<file path="src/rtl/wvsd_pkg.sv">
// Package: shared types, constants and the arctangent table for the wind vector converter.
`timescale 1ns / 1ps
package wvsd_pkg;

  // Number of rotation steps in the angle chain
  localparam int CORDIC_STAGES = 16;
  localparam int ATAN_STEPS    = (CORDIC_STAGES < 24) ? CORDIC_STAGES : 24;
  // Digit steps of the square root of a 32-bit sum of squares
  localparam int SQRT_STEPS    = 16;
  localparam int NUM_CELLS     = (ATAN_STEPS > SQRT_STEPS) ? ATAN_STEPS : SQRT_STEPS;
  localparam int IDX_W         = $clog2(NUM_CELLS);

  // Datapath widths
  localparam int XW = 43;  // rotation x / y, |u| << 24 grown by gain and sqrt(2)
  localparam int ZW = 25;  // accumulated angle, 2^-16 degree
  localparam int DW = 27;  // meteorological angle before wrap

  // Angle constants in 2^-16 degree
  localparam logic signed [ZW-1:0] THETA_MAX = ZW'(90 * 65536);
  localparam logic signed [DW-1:0] DEG_180   = DW'(180 * 65536);
  localparam logic signed [DW-1:0] DEG_270   = DW'(270 * 65536);
  localparam logic signed [DW-1:0] DEG_360   = DW'(360 * 65536);
  localparam logic signed [DW-1:0] DIR_ROUND = DW'(512);

  // Input word
  typedef struct packed {
    logic signed [15:0] east_component;
    logic signed [15:0] north_component;
    logic               east_missing;
    logic               north_missing;
  } wvsd_in_t;

  // Result word
  typedef struct packed {
    logic [15:0] wind_speed;
    logic [14:0] wind_direction;
    logic        result_valid;
  } wvsd_out_t;

  // State carried from cell to cell
  typedef struct packed {
    logic [31:0]          rem;
    logic [31:0]          root;
    logic signed [XW-1:0] x;
    logic signed [XW-1:0] y;
    logic signed [ZW-1:0] z;
    logic                 u_neg;
    logic                 v_neg;
    logic                 missing;
  } wvsd_cell_t;

  // round(atan(2^-i) in degrees * 65536)
  function automatic logic signed [ZW-1:0] atan_angle(input logic [4:0] idx);
    logic signed [ZW-1:0] a;
    unique case (idx)
      5'd0:    a = ZW'(2949120);
      5'd1:    a = ZW'(1740967);
      5'd2:    a = ZW'(919879);
      5'd3:    a = ZW'(466945);
      5'd4:    a = ZW'(234379);
      5'd5:    a = ZW'(117304);
      5'd6:    a = ZW'(58666);
      5'd7:    a = ZW'(29335);
      5'd8:    a = ZW'(14668);
      5'd9:    a = ZW'(7334);
      5'd10:   a = ZW'(3667);
      5'd11:   a = ZW'(1833);
      5'd12:   a = ZW'(917);
      5'd13:   a = ZW'(458);
      5'd14:   a = ZW'(229);
      5'd15:   a = ZW'(115);
      5'd16:   a = ZW'(57);
      5'd17:   a = ZW'(29);
      5'd18:   a = ZW'(14);
      5'd19:   a = ZW'(7);
      5'd20:   a = ZW'(4);
      5'd21:   a = ZW'(2);
      5'd22:   a = ZW'(1);
      default: a = '0;
    endcase
    return a;
  endfunction

endpackage

</file>
<file path="src/rtl/wvsd_back.sv">
// Back end: speed rounding, quadrant unfold, wrap, calm and missing masking.
`timescale 1ns / 1ps
module wvsd_back (
  input  logic                 clk_i,
  input  logic                 rst_ni,
  input  logic                 adv_i,
  input  logic [7:0]           calm_i,
  input  logic                 valid_i,
  input  wvsd_pkg::wvsd_cell_t data_i,
  output logic                 valid_o,
  output wvsd_pkg::wvsd_out_t  data_o
);
  import wvsd_pkg::*;

  logic [15:0]          speed_d, speed_q;
  logic signed [ZW-1:0] theta;
  logic signed [DW-1:0] theta_w, ang_a, dpre_d, dpre_q;
  logic                 miss_q, b1_valid_q;
  logic signed [DW-1:0] d_wrap, d_rnd;
  wvsd_out_t            out_d, out_q;
  logic                 out_valid_q;

  // Round the root and unfold the first-quadrant angle
  always_comb begin
    speed_d = data_i.root[15:0] + 16'(data_i.rem > data_i.root);
    if (data_i.z[ZW-1]) begin
      theta = '0;
    end else if (data_i.z > THETA_MAX) begin
      theta = THETA_MAX;
    end else begin
      theta = data_i.z;
    end
    theta_w = DW'(theta);
    unique case ({data_i.u_neg, data_i.v_neg})
      2'b00:   ang_a = theta_w;
      2'b01:   ang_a = -theta_w;
      2'b10:   ang_a = DEG_180 - theta_w;
      default: ang_a = theta_w - DEG_180;
    endcase
    dpre_d = DEG_270 - ang_a;
  end

  always_ff @(posedge clk_i or negedge rst_ni) begin
    if (!rst_ni) begin
      b1_valid_q <= 1'b0;
    end else if (adv_i) begin
      b1_valid_q <= valid_i;
    end
  end

  always_ff @(posedge clk_i) begin
    if (adv_i) begin
      speed_q <= speed_d;
      dpre_q  <= dpre_d;
      miss_q  <= data_i.missing;
    end
  end

  // Wrap past north, round to 1/64 degree, apply calm and missing rules
  always_comb begin
    d_wrap = (dpre_q > DEG_360) ? (dpre_q - DEG_360) : dpre_q;
    d_rnd  = d_wrap + DIR_ROUND;
    out_d.result_valid = !miss_q;
    if (miss_q) begin
      out_d.wind_speed     = '0;
      out_d.wind_direction = '0;
    end else begin
      out_d.wind_speed     = speed_q;
      out_d.wind_direction = (speed_q > 16'(calm_i)) ? d_rnd[24:10] : 15'd0;
    end
  end

  // Output register: hold while the receiver stalls
  always_ff @(posedge clk_i or negedge rst_ni) begin
    if (!rst_ni) begin
      out_valid_q <= 1'b0;
    end else if (adv_i) begin
      out_valid_q <= b1_valid_q;
    end
  end

  always_ff @(posedge clk_i) begin
    if (adv_i) begin
      out_q <= out_d;
    end
  end

  assign valid_o = out_valid_q;
  assign data_o  = out_q;

endmodule

</file>
<file path="config.mk">
export PLATFORM = sky130hd
export DESIGN_NAME = wvsd_back
export DESIGN_NICKNAME = d
export VERILOG_FILES = /design/src/rtl/wvsd_pkg.sv /design/src/rtl/wvsd_back.sv
export SDC_FILE = /design/constraint.sdc
export NUM_CORES = 1
export LEC_CHECK = 0
export ABC_AREA = 1
export BUFFER_PORTS_ARGS = -buffer_cell sky130_fd_sc_hd__buf_2
export CORE_ASPECT_RATIO = 1.5
export CORE_MARGIN = 5
export CORE_UTILIZATION = 40
export DETAILED_ROUTE_END_ITERATION = 16
export PLACE_DENSITY = 0.71
export SYNTH_ARGS = -nofsm -noshare
export SYNTH_HDL_FRONTEND = slang
export SYNTH_SLANG_ARGS = --single-unit
</file>
<file path="constraint.sdc">
create_clock -name clk_i -period 6.35 [get_ports clk_i]
set_input_delay 1.27 -clock clk_i [delete_from_list [all_inputs] [get_ports clk_i]]
set_output_delay 1.27 -clock clk_i [all_outputs]
set_load 0.005 [all_outputs]
</file>
* Yosys cells after proc, flatten, opt, wreduce, memory -nomap -nowiden
Cells that the tools add are included.
** Storage, ports and cells
- Bits in registers :: 78
- Latch bits :: 0
- RAM bits :: 0
- Bits in read-only memories :: 0
- Bits of input ports :: 190
- Memories kept :: 0
** Operators by class
- Add/subtract/negate cells :: 7
- $mul :: 0
- Divide/modulo/power cells :: 0
- Order comparisons :: 4
- Eq/ne operators :: 2
- Shifts and indexed selects :: 0
- Mux-type cells :: 4
- Bitwise gates (word level) :: 1
- Reductions and logical operators :: 3
** Operators with widths (count)
- $pmux 27 s3 :: 1
- $mux 24 :: 2
- $gt 32x32->1 :: 1
- $gt 27x26->1 const B :: 1
- $neg 25->27 :: 1
- $sub 26x27->27 const A :: 1
- $sub 25x25->26 const A :: 1
- $sub 25x25->26 const B :: 1
- $add 25x11->25 const B :: 1
- $gt 25x24->1 const B :: 1
- $mux 25 :: 1
- $sub 25x25->25 const B :: 1
- $add 16x1->16 :: 1
- $gt 16x8->1 :: 1
- $eq 2x1->1 const B :: 1
- $eq 2x2->1 const B :: 1
- $logic_not 2->1 :: 1
- $reduce_or 2->1 :: 1
- $logic_not 1->1 :: 1
- $not 1->1 :: 1

* Depth between registers and ports, before layout
- Word-level depth :: 6
- Depth in mapped cells :: 26
- Mapped depth without buffers :: 25

* Worst setup path before layout
No wires, ideal clock.
- Path kind :: input to register
- From :: input port data_i[117] (netlist name)
- To :: register speed_q[15] (data pin)
- Library setup time :: 257 ps
- Data arrival time :: 3950 ps
- Required time :: 6093 ps
- Slack :: 2143 ps
- Stages on the path :: 21
- Path buffers :: 0
- Path through :: inv_1 > ha_1 > nand2_1 > nor3_1 > a211o_1 > a21oi_1 > o21ai_0 > nand2_1 > o2111ai_1 > a21oi_1 > a31oi_1 > ha_1 > nand3_1 > nor3_1 > inv_1 > nor3_1 > inv_1 > nor3_1 > and3_1 > nand2_1 > xor2_1
** On the way
- Cells in the longest elaborated chain, start to end :: 2
** Ends and longest elaborated chain
- start: declaration :: line wvsd_back.sv:9 : input wvsd_pkg::wvsd_cell_t data_i,
- $gt 32x32->1 :: line wvsd_back.sv:25 : speed_d = data_i.root[15:0] + 16'(data_i.rem > data_i.root);
- $add 16x1->16 * :: line wvsd_back.sv:25
- net speed_d[15] :: line wvsd_back.sv:15 : logic [15:0] speed_d, speed_q;
- end signal: assignment :: line wvsd_back.sv:53 : speed_q <= speed_d;
- end: declaration :: line wvsd_back.sv:15
Mark *: on every way through the listed nets, which the timed path passes. The rest lies on a longest branch.
A chain may end at the register's enable or synchronous reset.

* Final worst setup path
Same ends and word-level chain as after synthesis.

==> reports/metrics.cfg <==
[cells_and_area]
final_net_count = 1189
drive_gt1_frac = 0.238
final_cell_mix = 167 x nand2_1, 136 x inv_1, 135 x buf_2
final_common_cell = nand2_1
area_growth_syn_to_layout_pct = 18.3

[clock_network]
clk_pin_slew_worst_paths_ns = 0.05
post_cts_resized = 0
ctsHoldBuffers = 0
clock_latency_ns = 0.33
clock_path_buffers = 2
post_cts_buffers = 0
cts_htree_levels = 3
clkSinkCount = 78
cts_buffers = 9
cts_tree = done
clock-root-buffer = clkbuf_16

[yosys]
yosysSeqAreaShare = 0.362
syn_nets = 1051
yosys.area.top_type = edfxtp_1
ys_ff_latch = 78
yosys_warnings = 0
synth_cells = 812
avgSynthCellArea_um2 = 7.92
synth_ff_type = edfxtp_1
netlist_area_um2 = 6430
synth_top_area_frac = 0.355
async_flop_share = 0.0256
synth.distinct_cells = 50
synth.area.top_cells = edfxtp_1 35%, nand2_1 9.7%, ha_1 9.5%
synth_edf_count = 76

[placed_design]
hpwl_um = 11500
gp_congestion = 0.913
place_ws_ns = 1.60
port_buffers = 136

[drt]
wirelength_um = 13500
postRouteAntennaNets = 0
wire_per_inst_um = 11.6
dr_wl_met3_um = 509
vias = 5484
routedLengthMet1_um = 5170
routed.top_layer = met4
viasPerCell = 4.73
routed-wl-met2_um = 7400
drcViolationCount = 0
dr.pass1.iters = 5
first_iter_violations = 195

[global_routing]
grt_max_degree = 81
first_global_vias = 5259
grt_pass1_wl_um = 22200
grt_usage = 0.144
antenna_found_initial = 1
overflow = 0

[power]
swShare = 0.294
power_density_nw_per_um2 = 205
power.switching_mw = 0.460
internal_power_mw = 1.10
power.leakage_nw = 3.81
seqPwrFrac = 0.426
combPwrFrac = 0.264
p_clk_frac = 0.310
vdd_ir_drop_max_mv = 0.152

[die]
die_h_um = 165
rows = 56
ioPinCount = 223
die_w_um = 114
dieArea_um2 = 18800
start_util = 0.408
fp.coreArea_um2 = 15800

[run_status]
outcome = completed

[timing]
max_freq_mhz = 228
slew_violations = 0
maxSlewHeadroom = 0.395
layout_min_cycle_time_ns = 4.39
rsz0062_at_grt = no
finClkSkew_ns = 0.00406
hold_viol_final = 0
setup_violations = 0
tightest_slew_ns = 0.908
setup_ws_ns = 1.96
finalCritPeriodShare = 0.692
tns_ns = 0

[worst_setup_path]
worst-endpoint-arrival_ns = 4.47
worstSetupStartpointType = input port
crit_start = data_i[117]
crit_path_end = speed_q[15]
cp-end-kind = flip-flop
critical_path_class = input port to flip-flop
critPathMaxFanout = 3
r2r_slack_ns = 3.90
cp.required_ns = 6.42
timing.rr.start = dpre_q[20]
rr_endpoint = data_o[15]
r2r_cells = 12

[min_path]
holdCritPathClass = flip-flop to flip-flop

[job]
drv_cap = 0

power groups by stage:
stage	Combinational [mW]	Sequential, mW	Clock (mW)
2_1_floorplan	0.293	0.673	0
6_report	0.412	0.667	0.485
3_3_place_gp	0.406	0.676	0
4_1_cts	0.417	0.667	0.495
3_5_place_dp	0.415	0.678	0
5_1_grt	0.478	0.674	0.516
flip-flops by register name (all words and copies together) (netlist names):
register	flops
speed_q	16
valid_o	1
data_o	32
miss_q	1
b1_valid_q	1
dpre_q	27
through the flow:
step / instance area (µm²) / utilization / hold slack, ns / total power, mW / cells
after CTS: 7610 / 0.483 / 0.524 / 1.58 / 1158
after detailed placement: 7320 / 0.464 / 0.512 / 1.09 / 1142
final: 7610 / 0.483 / 0.513 / 1.56 / 1159
after global routing: 7610 / 0.483 / 0.556 / 1.67 / 1159
after floorplan: 6430 / - / 0.478 / 0.966 / 812
after global placement: 7320 / 0.464 / 0.500 / 1.08 / 1142
logic make-up after synthesis:
group,Yosys count,share of synthesized area
AND/OR/NAND/NOR,402,0.302
AO/OA/AOI/OAI,77,0.0760
adder cells (fa/ha/maj),49,0.0953
XOR/XNOR,46,0.0661
flip-flops,78,0.362
buffers and inverters,160,0.0982
area by class of cell:
cell class                 count  area, µm²
antenna                        1       2.50
clock buffer                  10        229
clock inverter                 6       62.6
fill                        1555       8160
inverter                     150        568
multi-input combinational    574       3470
sequential                    78       2330
tap                          203        254
timing repair buffer         137        691
critical path: stages:
cell and delay, ns:
buf_2 0.09, inv_1 0.06, ha_1 0.31, nand2_1 0.08, nor3_1 0.17, a211o_1 0.12, a21oi_1 0.05, o21ai_0 0.14
nand2_1 0.07, o2111ai_1 0.08, a21oi_1 0.09, a31oi_1 0.19, ha_1 0.20, nand3_1 0.11, nor3_1 0.28, inv_1 0.07
nor3_1 0.24, inv_1 0.07, nor3_1 0.31, and3_1 0.25, nand2_1 0.07, xor2_1 0.14
cell usage after synthesis, types with 4 or more instances:
master / instances
nand2_1: 167
inv_1: 136
nor2_1: 82
edfxtp_1: 76
nand3_1: 53
ha_1: 49
xor2_1: 36
a21oi_1: 24
nor3_1: 17
o21ai_0: 17
nor2_2: 15
inv_2: 13
nand4_1: 12
nand2_2: 11
nor4_1: 11
nor2_4: 9
nand3_2: 8
xnor2_1: 7
a31oi_1: 5
o211ai_1: 5
o21ai_2: 5
clkbuf_1: 4
worst min path at each step:
stage	start	endpoint	slack [ns]	cells after the start
after detailed placement	valid_o	valid_o	0.51	2
after CTS	valid_o	valid_o	0.52	2
after global routing	b1_valid_q	valid_o	0.56	2
after floorplan	b1_valid_q	valid_o	0.48	2
final	b1_valid_q	valid_o	0.51	2
after global placement	b1_valid_q	valid_o	0.50	2
layer usage:
metal,GRT usage,vias up
met5,0,-
met4,0.0656,0
met3,0.0204,27
met2,0.275,101
met1,0.153,2414
li1,-,2942
Note: power is estimated with default switching activity, not from simulation.
